<file path="config.mk">
export PLATFORM = sky130hd
export DESIGN_NAME = sbnd_ctrl
export DESIGN_NICKNAME = d
export VERILOG_FILES = /design/src/sbnd_pkg.sv /design/src/sbnd_ctrl.sv
export SDC_FILE = /design/constraint.sdc
export NUM_CORES = 1
export LEC_CHECK = 0
export BUFFER_PORTS_ARGS = -buffer_cell sky130_fd_sc_hd__buf_2
export CAP_MARGIN = 20
export CORE_AREA = 2 2 41 47
export DETAILED_ROUTE_END_ITERATION = 12
export DIE_AREA = 0 0 43 49
export PLACE_DENSITY = 0.7
export SLEW_MARGIN = 20
export SYNTH_ARGS = -nofsm -noshare
export SYNTH_HDL_FRONTEND = slang
export SYNTH_SLANG_ARGS = --single-unit
</file>
<file path="constraint.sdc">
create_clock -name clk_i -period 1.5 [get_ports clk_i]
set_clock_uncertainty 0.15 [all_clocks]
set_input_delay 0.225 -clock clk_i [delete_from_list [all_inputs] [get_ports clk_i]]
set_output_delay 0.225 -clock clk_i [all_outputs]
set_load 0.005 [all_outputs]
</file>
<file path="src/sbnd_pkg.sv">
// Shared constants and types for the bandpass normalize decimate block.
package sbnd_pkg;

  localparam int CHANNELS    = 128;
  localparam int CH_W        = $clog2(CHANNELS);
  localparam int PAIRS       = (CHANNELS + 1) / 2;
  localparam int PAIR_W      = (PAIRS > 1) ? $clog2(PAIRS) : 1;
  localparam int MAX_DECIM   = 1024;
  localparam int DEC_W       = 11;
  localparam int GRP_W       = $clog2(MAX_DECIM) > 0 ? $clog2(MAX_DECIM) : 1;
  localparam int COUNT_BITS  = 24;
  localparam int LVL_W       = 8;
  localparam int SUM_W       = 32;
  localparam int Q_W         = 32;
  localparam int ACC_W       = 48;
  localparam int S_W         = Q_W + CH_W;
  localparam int DIV_NW      = S_W + 17;
  localparam int DIV_DW      = S_W + 1;
  localparam int DIV_CW      = $clog2(DIV_NW);
  localparam int REG_W       = 2;
  localparam int CFG_W       = 11;

  localparam logic [REG_W-1:0] REG_DECIM = 2'd0;
  localparam logic [REG_W-1:0] REG_BP    = 2'd1;
  localparam logic [REG_W-1:0] REG_TD    = 2'd2;

  typedef enum logic [4:0] {
    ST_IDLE, ST_L_RD, ST_L_WR, ST_P_WR,
    ST_A_RD, ST_A_LD, ST_A_WAIT, ST_A_WR,
    ST_B_RD, ST_B_LD, ST_B_WAIT, ST_B_WR,
    ST_DEC,
    ST_C_RDE, ST_C_LDE, ST_C_WE, ST_C_SE,
    ST_C_RDO, ST_C_LDO, ST_C_WO, ST_C_OUT, ST_C_HOLD
  } state_e;

  typedef enum logic [3:0] {
    OP_NONE, OP_ACCEPT, OP_LEARN_WR, OP_BUF_WR,
    OP_A_LOAD, OP_A_WR, OP_B_LOAD, OP_B_WR, OP_DEC,
    OP_C_LOAD, OP_C_SAVE, OP_C_OUT, OP_C_NEXT, OP_C_END
  } op_e;

  typedef struct packed {
    op_e  op;
    logic pair_addr;
    logic odd_sel;
  } cmd_t;

  typedef struct packed {
    logic mode;
    logic last;
    logic cnt_last;
    logic pair_last;
    logic div_busy;
    logic emit;
    logic out_busy;
  } stat_t;

endpackage

</file>
<file path="src/sbnd_ctrl.sv">
// Controller state machine sequencing learn, buffer and end-of-spectrum passes.
module sbnd_ctrl (
  input  logic             clk_i,
  input  logic             rst_ni,
  input  logic             in_valid_i,
  input  logic             mode_i,
  output logic             in_stall_o,
  input  sbnd_pkg::stat_t  stat_i,
  output sbnd_pkg::cmd_t   cmd_o
);

  sbnd_pkg::state_e state_q, state_d;

  always_comb begin
    state_d = state_q;
    unique case (state_q)
      sbnd_pkg::ST_IDLE: begin
        if (in_valid_i) begin
          state_d = mode_i ? sbnd_pkg::ST_P_WR : sbnd_pkg::ST_L_RD;
        end
      end
      sbnd_pkg::ST_L_RD:  state_d = sbnd_pkg::ST_L_WR;
      sbnd_pkg::ST_L_WR:  state_d = sbnd_pkg::ST_IDLE;
      sbnd_pkg::ST_P_WR:  state_d = stat_i.last ? sbnd_pkg::ST_A_RD : sbnd_pkg::ST_IDLE;
      sbnd_pkg::ST_A_RD:  state_d = sbnd_pkg::ST_A_LD;
      sbnd_pkg::ST_A_LD:  state_d = sbnd_pkg::ST_A_WAIT;
      sbnd_pkg::ST_A_WAIT: begin
        if (!stat_i.div_busy) state_d = sbnd_pkg::ST_A_WR;
      end
      sbnd_pkg::ST_A_WR:  state_d = stat_i.cnt_last ? sbnd_pkg::ST_B_RD : sbnd_pkg::ST_A_RD;
      sbnd_pkg::ST_B_RD:  state_d = sbnd_pkg::ST_B_LD;
      sbnd_pkg::ST_B_LD:  state_d = sbnd_pkg::ST_B_WAIT;
      sbnd_pkg::ST_B_WAIT: begin
        if (!stat_i.div_busy) state_d = sbnd_pkg::ST_B_WR;
      end
      sbnd_pkg::ST_B_WR:  state_d = stat_i.cnt_last ? sbnd_pkg::ST_DEC : sbnd_pkg::ST_B_RD;
      sbnd_pkg::ST_DEC:   state_d = stat_i.emit ? sbnd_pkg::ST_C_RDE : sbnd_pkg::ST_IDLE;
      sbnd_pkg::ST_C_RDE: state_d = sbnd_pkg::ST_C_LDE;
      sbnd_pkg::ST_C_LDE: state_d = sbnd_pkg::ST_C_WE;
      sbnd_pkg::ST_C_WE: begin
        if (!stat_i.div_busy) state_d = sbnd_pkg::ST_C_SE;
      end
      sbnd_pkg::ST_C_SE:  state_d = sbnd_pkg::ST_C_RDO;
      sbnd_pkg::ST_C_RDO: state_d = sbnd_pkg::ST_C_LDO;
      sbnd_pkg::ST_C_LDO: state_d = sbnd_pkg::ST_C_WO;
      sbnd_pkg::ST_C_WO: begin
        if (!stat_i.div_busy) state_d = sbnd_pkg::ST_C_OUT;
      end
      sbnd_pkg::ST_C_OUT: state_d = sbnd_pkg::ST_C_HOLD;
      sbnd_pkg::ST_C_HOLD: begin
        if (!stat_i.out_busy) begin
          state_d = stat_i.pair_last ? sbnd_pkg::ST_IDLE : sbnd_pkg::ST_C_RDE;
        end
      end
      default: state_d = sbnd_pkg::ST_IDLE;
    endcase
  end

  always_comb begin
    cmd_o.op        = sbnd_pkg::OP_NONE;
    cmd_o.pair_addr = 1'b0;
    cmd_o.odd_sel   = 1'b0;
    in_stall_o      = (state_q != sbnd_pkg::ST_IDLE);
    unique case (state_q)
      sbnd_pkg::ST_IDLE: begin
        if (in_valid_i) cmd_o.op = sbnd_pkg::OP_ACCEPT;
      end
      sbnd_pkg::ST_L_WR:  cmd_o.op = sbnd_pkg::OP_LEARN_WR;
      sbnd_pkg::ST_P_WR:  cmd_o.op = sbnd_pkg::OP_BUF_WR;
      sbnd_pkg::ST_A_LD:  cmd_o.op = sbnd_pkg::OP_A_LOAD;
      sbnd_pkg::ST_A_WAIT: begin
        if (!stat_i.div_busy) cmd_o.op = sbnd_pkg::OP_NONE;
      end
      sbnd_pkg::ST_A_WR:  cmd_o.op = sbnd_pkg::OP_A_WR;
      sbnd_pkg::ST_B_LD:  cmd_o.op = sbnd_pkg::OP_B_LOAD;
      sbnd_pkg::ST_B_WR:  cmd_o.op = sbnd_pkg::OP_B_WR;
      sbnd_pkg::ST_DEC:   cmd_o.op = sbnd_pkg::OP_DEC;
      sbnd_pkg::ST_C_RDE, sbnd_pkg::ST_C_WE: cmd_o.pair_addr = 1'b1;
      sbnd_pkg::ST_C_LDE: begin
        cmd_o.op        = sbnd_pkg::OP_C_LOAD;
        cmd_o.pair_addr = 1'b1;
      end
      sbnd_pkg::ST_C_SE: begin
        cmd_o.op        = sbnd_pkg::OP_C_SAVE;
        cmd_o.pair_addr = 1'b1;
      end
      sbnd_pkg::ST_C_RDO, sbnd_pkg::ST_C_WO: begin
        cmd_o.pair_addr = 1'b1;
        cmd_o.odd_sel   = 1'b1;
      end
      sbnd_pkg::ST_C_LDO: begin
        cmd_o.op        = sbnd_pkg::OP_C_LOAD;
        cmd_o.pair_addr = 1'b1;
        cmd_o.odd_sel   = 1'b1;
      end
      sbnd_pkg::ST_C_OUT: begin
        cmd_o.op        = sbnd_pkg::OP_C_OUT;
        cmd_o.pair_addr = 1'b1;
        cmd_o.odd_sel   = 1'b1;
      end
      sbnd_pkg::ST_C_HOLD: begin
        if (!stat_i.out_busy) begin
          cmd_o.op = stat_i.pair_last ? sbnd_pkg::OP_C_END : sbnd_pkg::OP_C_NEXT;
        end
      end
      default: ;
    endcase
  end

  always_ff @(posedge clk_i or negedge rst_ni) begin
    if (!rst_ni) begin
      state_q <= sbnd_pkg::ST_IDLE;
    end else begin
      state_q <= state_d;
    end
  end

endmodule

</file>
**After elaboration in Yosys (flattened, before gate mapping)**

Cells that the tools add are included.

- Eq/ne operators: 27
- Reduce and logical (&&, ||, !) cells: 6
- Multiplexer cells: 19

Operators by type and width:

| kind | number |
|---|---|
| one-hot mux 5 bit (21 select lines) | 1 |
| one-hot mux 4 bit (12 select lines) | 1 |
| == test 5 x 4 -> 1 bit (second input constant) | 8 |
| == test 5 bit (second input constant) | 6 |
| 2-to-1 mux 5 bit | 6 |
| == test 5 x 3 -> 1 bit (second input constant) | 4 |
| 2-to-1 mux 4 bit | 4 |
| != test 2 bit (second input constant) | 6 |
| == test 5 x 2 -> 1 bit (second input constant) | 2 |
| OR reduction 8 bit | 1 |
| 2-to-1 mux 3 bit | 2 |
| AND reduction 6 bit | 1 |
| == test 5 x 1 -> 1 bit (second input constant) | 1 |
| logical NOT 5 bit | 1 |
| nonzero test 5 bit | 1 |
| 2-to-1 mux 1 bit | 4 |
| OR reduction 4 bit | 1 |
| 2-to-1 mux 2 bit | 1 |
| OR reduction 2 bit | 1 |

- Input bits: 11
- Output and inout port bits: 7
- Word-level logic and storage cells: 53
- Register bits: 5

**Longest topological paths before layout**

Gate-level depths: netlist of run 1.

- Word-level depth: 3
- Depth in mapped cells: 7
- Mapped depth without buffers: 5

**Least setup slack after synthesis of run 1**

Ideal clock, no wire load.

- Path kind: register to register
- From: reg state_q[0]
- To: reg state_q[2]
- Setup time: 0.118 ns
- Data required time: 1.232 ns
- Buffers on the path: 1
- Arrival time: 1.378 ns
- Slack: -0.146 ns
- Period minus slack after synthesis: 1.646 ns
- Cell stages (with the launch flop): 7
- Cells stage by stage: dfrtp_1 -> buf_6 -> or2_4 -> o211a_4 -> o211ai_4 -> a31oi_1 -> a21o_1

- Cells in the longest elaborated chain, start to end: 3
- Elaborated cells between the ends (all ways): 29
- Classes of those cells: eq/ne (26); mux (1); reduce/logical (2)

RTL lines:

| element | RTL line | text |
|---|---|---|
| start: declaration | sbnd_ctrl.sv:12 | `sbnd_pkg::state_e state_q, state_d;` |
| start signal: assignment | sbnd_ctrl.sv:112 | `state_q <= sbnd_pkg::ST_IDLE;` |
| start signal: assignment | sbnd_ctrl.sv:114 | `state_q <= state_d;` |
| == test 5 x 4 -> 1 bit, or another cell as far along | sbnd_ctrl.sv:16 | `unique case (state_q)` |
| != test 2 bit (no line) | - |  |
| AND reduction 6 bit (no line) | - |  |

Parallel ways exist; a longest one is shown, timed or not.
A chain may end at the register's enable or synchronous reset.

**Worst setup path in the final report of run 1**

- From: reg state_q[4]
- To: reg state_q[4]

Same word-level chain as after synthesis.

==> flow_summary.yaml, run 1 <==
floorplan:
  ios: 18
  die_w_um: 43
  rows: 16
  start_util: 0.4330
  die_h_um: 49
  dieArea_mm2: 0.002107
  coreArea_mm2: 0.001682
yosys:
  yosys.area_share.simple: 0.3093
  synth_seq_cells: 5
  synthAdderAreaFrac: 0
  synth-xor-area-share: 0.03608
  synth_area_leaders: "dfrtp_1 (17%), a21oi_1 (6.2%), o21ai_0 (6.2%)"
  synth_area_per_cell_um2: 7.210
  yosysSeqAreaShare: 0.1718
  yosys.area.top_type: "dfrtp_1"
  syn_nets: 112
  synth_edf_count: 0
  synth.distinct_cells: 36
  synth_top_family_by_area: "compound AO/OA/AOI/OAI gates"
  yosysTopAreaCellShare: 0.1718
  yosys_warnings: 0
  synthFlopType: "dfrtp_1"
  synth_compound_area_frac: 0.3625
  synth_async_sr_flop_share: 1.000
  synth.area.mux_share: 0.01375
  syn-instance-count: 101
  syn_area_um2: 728.2
critical_path:
  reg2reg_depth: 6
  r2r-end: "state_q[4]$_DFFE_PN0P_"
  max_stage_delay_ns: 0.42
  cp_data_arrival_time_ns: 1.80
  critical_path_peak_fanout: 3
  cp_slowest_cell: "dfrtp_1"
  r2r-start: "state_q[4]$_DFFE_PN0P_"
  worstSetupStartpointType: "flop"
  crit_required_ns: 1.45
  reg2reg_setup_slack_ns: -0.35
  cp_cell_sequence: "buf_4 > or2_4 > o211a_4 > or2_4 > a21oi_2 > a31oi_1"
  cp_common_cell: "or2_4"
  crit_buf_inv: 1
  cp-end-kind: "flop"
  path_delay_family: "simple AND/OR/NAND/NOR gates"
  path_class: "flop to flop"
final_layout:
  final_cell_mix: "buf_4 (29), buf_2 (16), buf_6 (13)"
  regArea_um2: 128.9
  drive_above_1_share: 0.6129
  reg.largest.list: "state_q: 5 flops"
  final_common_cell: "buf_4"
  syn_to_final_growth_pct: 80.41
  layout.nets: 167
  multiInputGateArea_um2: 654.4
  nFillCells: 105
  regMostFlops: "state_q"
  diodes: 0
  postLayoutCellArea_mm2: 0.001314
  largest_register_ffs: 5
place:
  port_buffers: 16
  place_area_mm2: 0.001003
  dp_hpwl_um: 1761
  gp_congestion: 0.8946
global_routing:
  grt_pass1_wl_um: 4560
  grt_max_degree: 16
  gr-usage-all-layers: 0.2814
  grt_overflow: 0
  antenna_found_initial: 0
  first_global_vias: 994
sta:
  fin_crit_sh: 1.230
  fmaxAchievable_ghz: 0.5420
  rsz0062_at_grt: "yes"
  fin_ws_ns: -0.3451
  min_period_ns: 1.845
  setup-violations-final: 12
  finalHoldViolations: 0
  slew_headroom: 0.7500
  tns_ns: -3.565
  slew_viol_final: 0
  worst_pin_slew_ns: 0.3722
clock_network:
  cts_root_buf: "clkbuf_4"
  cts.sinks: 5
  htreeDepth: 1
  clk_latency_ns: 0.24
  tritoncts: "done"
  clkTransAtPathRegs_ns: 0.05
  cts.path.max_buffers: 2
  numCtsBuffers: 3
drt:
  drtIter0Drc: 48
  drt-total-wl_um: 3084
  drc: 0
  first_pass_iters: 4
  ant_nets: 0
  avgViaCountPerCell: 6.289
  wl_per_cell_um: 17.83
  num_vias: 1088
run:
  timing.max_cap.violations: 0
power_and_ir_drop:
  power_per_cell_area_mw_per_mm2: 2418
  ir_worst_vdd_uv: 1329
  cellLeakagePower_nw: 0.6000
status:
  violations: "negative setup slack"
  status: "finished with violations"
worst_hold_path:
  worstHoldPathType: "primary input to async pin"
worst max-delay path by stage:
stage | slack (ns) | end | startpoint | depth (start not counted)
6_report | -0.35 | state_q[4]$_DFFE_PN0P_ | state_q[4]$_DFFE_PN0P_ | 6
4_1_cts | -0.29 | cmd_o[5] | state_q[4]$_DFFE_PN0P_ | 5
3_3_place_gp | -0.25 | state_q[2]$_DFFE_PN0P_ | state_q[2]$_DFFE_PN0P_ | 5
3_5_place_dp | -0.28 | state_q[2]$_DFFE_PN0P_ | state_q[2]$_DFFE_PN0P_ | 5
2_1_floorplan | -0.13 | state_q[2]$_DFFE_PN0P_ | state_q[0]$_DFFE_PN0P_ | 6
5_1_grt | -0.37 | state_q[4]$_DFFE_PN0P_ | state_q[4]$_DFFE_PN0P_ | 6
where the power goes:
part | internal (mW) | switching (mW)
Combinational | 1.41 | 1.27
Sequential | 0.204 | 0.128
Clock | 0.101 | 0.0600
timing repair:
action                                  4_1_cts  5_1_grt
pin swaps                                    10        9
hold endpoints to repair                      5        0
cloned                                        0        0
resized for setup                            33       19
setup buffers                                 9        7
hold buffers                                  1        0
endpoints found under the setup margin       12       12
metrics by stage:
stage	std cells	power [mW]	util	hold WS (ns)	setup slack [ns]
6_report	173	3.177	0.7813	0.1867	-0.3451
5_1_grt	173	3.356	0.7813	0.2018	-0.3729
4_1_cts	167	2.725	0.7158	0.1723	-0.2865
3_5_place_dp	154	2.155	0.5967	-0.1083	-0.2788
3_3_place_gp	154	2.109	0.5967	-0.1096	-0.2482
2_1_floorplan	101	1.437	-	-0.2206	-0.1305
routing by layer:
metal | part of all wire | global-route usage
met5 | 0 | 0
met4 | 0.049 | 0.1465
met3 | 0.059 | 0.03704
met2 | 0.49 | 0.4621
met1 | 0.40 | 0.3524
cell usage after synthesis, drive strengths merged (2+ instances only):
| library cell | n |
|---|---|
| nand2b | 2 |
| o32ai | 4 |
| clkbuf | 2 |
| buf | 7 |
| nor2b | 2 |
| xnor2 | 2 |
| a21o | 2 |
| o31ai | 2 |
| a31oi | 2 |
| nand2 | 9 |
| nand3b | 2 |
| o211a | 3 |
| nand3 | 2 |
| a21oi | 9 |
| nand4 | 2 |
| inv | 6 |
| nand4b | 4 |
| o21ai | 9 |
| nor3 | 6 |
| nor2 | 5 |
| dfrtp | 5 |
| o22ai | 2 |
| or2 | 2 |
logic make-up (layout without fill, tap and decap cells):
family                 count (synthesis)  in the layout
XOR/XNOR                               3              3
flip-flops                             5              5
buffers and inverters                 15             69
multiplexers                           1              1
AO/OA/AOI/OAI                         37             37
AND/OR/NAND/NOR                       40             40
layout make-up:
| type | instances | area share |
|---|---|---|
| multi-input combinational | 81 | 0.4981 |
| timing repair buffer | 59 | 0.3457 |
| sequential | 5 | 0.09810 |
| clock buffer | 4 | 0.02000 |
| tap | 18 | 0.01714 |
| inverter | 6 | 0.02095 |
Note: power is estimated with default switching activity, not from simulation.
==> run 2, diff against run 1 <==
- ABC_AREA: unset -> 1
- CORE_AREA: 2 2 41 47 -> 2 2 42 48
- DIE_AREA: 0 0 43 49 -> 0 0 44 50
- PLACE_DENSITY: 0.7 -> 0.72
- REMOVE_ABC_BUFFERS: unset -> 1
==> flow_summary.yaml, run 2 <==
critical_path:
  crit_buf_inv: 3
  cp_cell_sequence: "inv_4 > nor2_4 > nand2_2 > inv_2 > nand2_2 > nand2_2 > or2_4 > buf_6"
  cp-end-kind: "primary output"
  path_class: "flop to primary output"
  crit_required_ns: 1.12
  cp_common_cell: "nand2_2"
  cp_data_arrival_time_ns: 1.49
  r2r-start: "state_q[1]$_DFFE_PN0P_"
  worstSetupStartpointType: "flop"
  reg2reg_setup_slack_ns: -0.26
  cp_slowest_cell: "dfrtp_2"
  path_delay_family: "flip-flops"
  max_stage_delay_ns: 0.48
  reg2reg_depth: 11
  critical_path_peak_fanout: 6
  r2r-end: "state_q[2]$_DFFE_PN0P_"
yosys:
  synth_area_per_cell_um2: 5.630
  yosys_warnings: 0
  synth_most_common_cell: "nand2_1"
  yosysTopAreaCellShare: 0.2160
  syn_area_um2: 799.5
  yosysSeqAreaShare: 0.1565
  synth_area_leaders: "nand2_1 (22%), dfrtp_1 (16%), nor2_1 (13%)"
  synth_async_sr_flop_share: 1.000
  synth.distinct_cells: 24
  synth_seq_cells: 5
  synth_edf_count: 0
  syn-instance-count: 142
  synth_common_cells: "nand2_1 (46), nor2_1 (27), inv_1 (13)"
  yosys.area.top_type: "nand2_1"
  synthFlopType: "dfrtp_1"
drt:
  drtIter0Drc: 79
  drc: 0
  first_pass_iters: 4
  avgViaCountPerCell: 5.579
  ant_nets: 0
  wl_per_cell_um: 15.30
  num_vias: 1233
  drt-total-wl_um: 3382
floorplan:
  die_h_um: 50
  coreArea_mm2: 0.001722
  dieArea_mm2: 0.002200
  rows: 16
  ios: 18
  start_util: 0.4644
  die_w_um: 44
final_layout:
  final_cell_mix: "nand2_1 (37), buf_4 (36), nor2_1 (20)"
  largest_register_ffs: 5
  syn_to_final_growth_pct: 80.59
  layout.nets: 215
  postLayoutCellArea_mm2: 0.001444
  final_common_cell: "nand2_1"
  regMostFlops: "state_q"
  reg.largest.list: "state_q: 5 flops"
  drive_above_1_share: 0.5714
  diodes: 0
  final_util: 0.8387
place:
  dp_hpwl_um: 2040
  port_buffers: 16
  gp_congestion: 0.9204
  place_area_mm2: 0.001094
power_and_ir_drop:
  ir_worst_vdd_uv: 1279
  power_per_cell_area_mw_per_mm2: 1625
  cellLeakagePower_nw: 0.8065
global_routing:
  grt_pass1_wl_um: 4905
  first_global_vias: 1125
  grtUsageMet1: 0.3592
  antenna_found_initial: 0
  use_met2: 0.5294
  grt_busiest_layer: "met2"
  grt_max_degree: 9
  met3_usage: 0.003663
  gr-usage-all-layers: 0.2952
  grt_overflow: 0
sta:
  fin_crit_sh: 1.246
  finalHoldViolations: 0
  hold_ws_ns: 0.1735
  fmaxAchievable_ghz: 0.5349
  slew_viol_final: 0
  rsz0062_at_grt: "yes"
  slew_headroom: 0.7918
  worst_pin_slew_ns: 0.3112
  min_period_ns: 1.869
  fin_ws_ns: -0.3694
  setup-violations-final: 12
clock_network:
  htreeDepth: 1
  cts.sinks: 5
  cts.path.max_buffers: 2
  tritoncts: "done"
  cts_root_buf: "clkbuf_4"
  numCtsBuffers: 3
  clk_latency_ns: 0.24
  clkTransAtPathRegs_ns: 0.04
run:
  timing.max_cap.violations: 0
status:
  violations: "negative setup slack"
  status: "finished with violations"
worst_hold_path:
  worstHoldPathType: "primary input to async pin"
run 2: cell types whose count changed after synthesis, moves of 7 or more:
cell / previous run / this run
nand2_1: 9 / 46
nor2_1: 5 / 27
nand3_1: 2 / 12
a21oi_1: 9 / 1
o21ai_0: 9 / 1
inv_1: 6 / 13
run 2: cell families after synthesis:
| group | synth area share |
|---|---|
| and+or+nand+nor | 0.5978 |
| buffers and inverters | 0.1362 |
| AOI/OAI and AO/OA | 0.1096 |
| DFF | 0.1565 |
run 2: cell type report:
type                            instances  area, µm²
Clock buffer                            4      26.28
Fill cell                              96      277.8
Inverter                               18      77.57
Multi-Input combinational cell        115      724.4
Sequential cell                         5      130.1
Tap cell                               18      22.52
Timing Repair Buffer                   61      462.9
run 2: worst max-delay path by stage:
stage	start	endpoint	slack, ns	cells after the start
4_1_cts	state_q[1]$_DFFE_PN0P_	cmd_o[2]	-0.30	6
2_1_floorplan	state_q[4]$_DFFE_PN0P_	cmd_o[1]	-0.07	7
3_5_place_dp	state_q[1]$_DFFE_PN0P_	state_q[0]$_DFFE_PN0P_	-0.18	9
6_report	state_q[2]$_DFFE_PN0P_	cmd_o[0]	-0.37	8
3_3_place_gp	state_q[1]$_DFFE_PN0P_	cmd_o[2]	-0.15	5
5_1_grt	state_q[2]$_DFFE_PN0P_	cmd_o[2]	-0.40	4
run 2: per-layer routing:
layer	routed length, µm	up-vias
li1	-	578
met3	194	7
met4	70	0
met5	0	-
met2	1761	65
met1	1356	583
run 2: through the flow:
stage / total power [mW] / setup TNS [ns] / setup WS [ns] / std cells
2_1_floorplan: 0.9843 / -0.3105 / -0.06934 / 138
3_3_place_gp: 1.562 / -1.169 / -0.1496 / 203
3_5_place_dp: 1.594 / -1.578 / -0.1814 / 203
4_1_cts: 2.077 / -2.294 / -0.3037 / 215
5_1_grt: 2.503 / -3.997 / -0.4037 / 221
6_report: 2.346 / -3.276 / -0.3694 / 221
run 2: what timing repair did:
action / CTS / global route
hold endpoints to repair: 5 / 0
pin swaps: 7 / 11
setup buffers: 7 / 7
gates resized for setup: 36 / 24
endpoints found under the setup margin: 12 / 12
hold buffers: 1 / 0
cloned: 0 / 0
run 2: report_power, final:
group          internal (mW)  switching [mW]
Sequential             0.193           0.128
Clock                  0.100          0.0533
Combinational          0.892           0.979
Total                   1.19            1.16
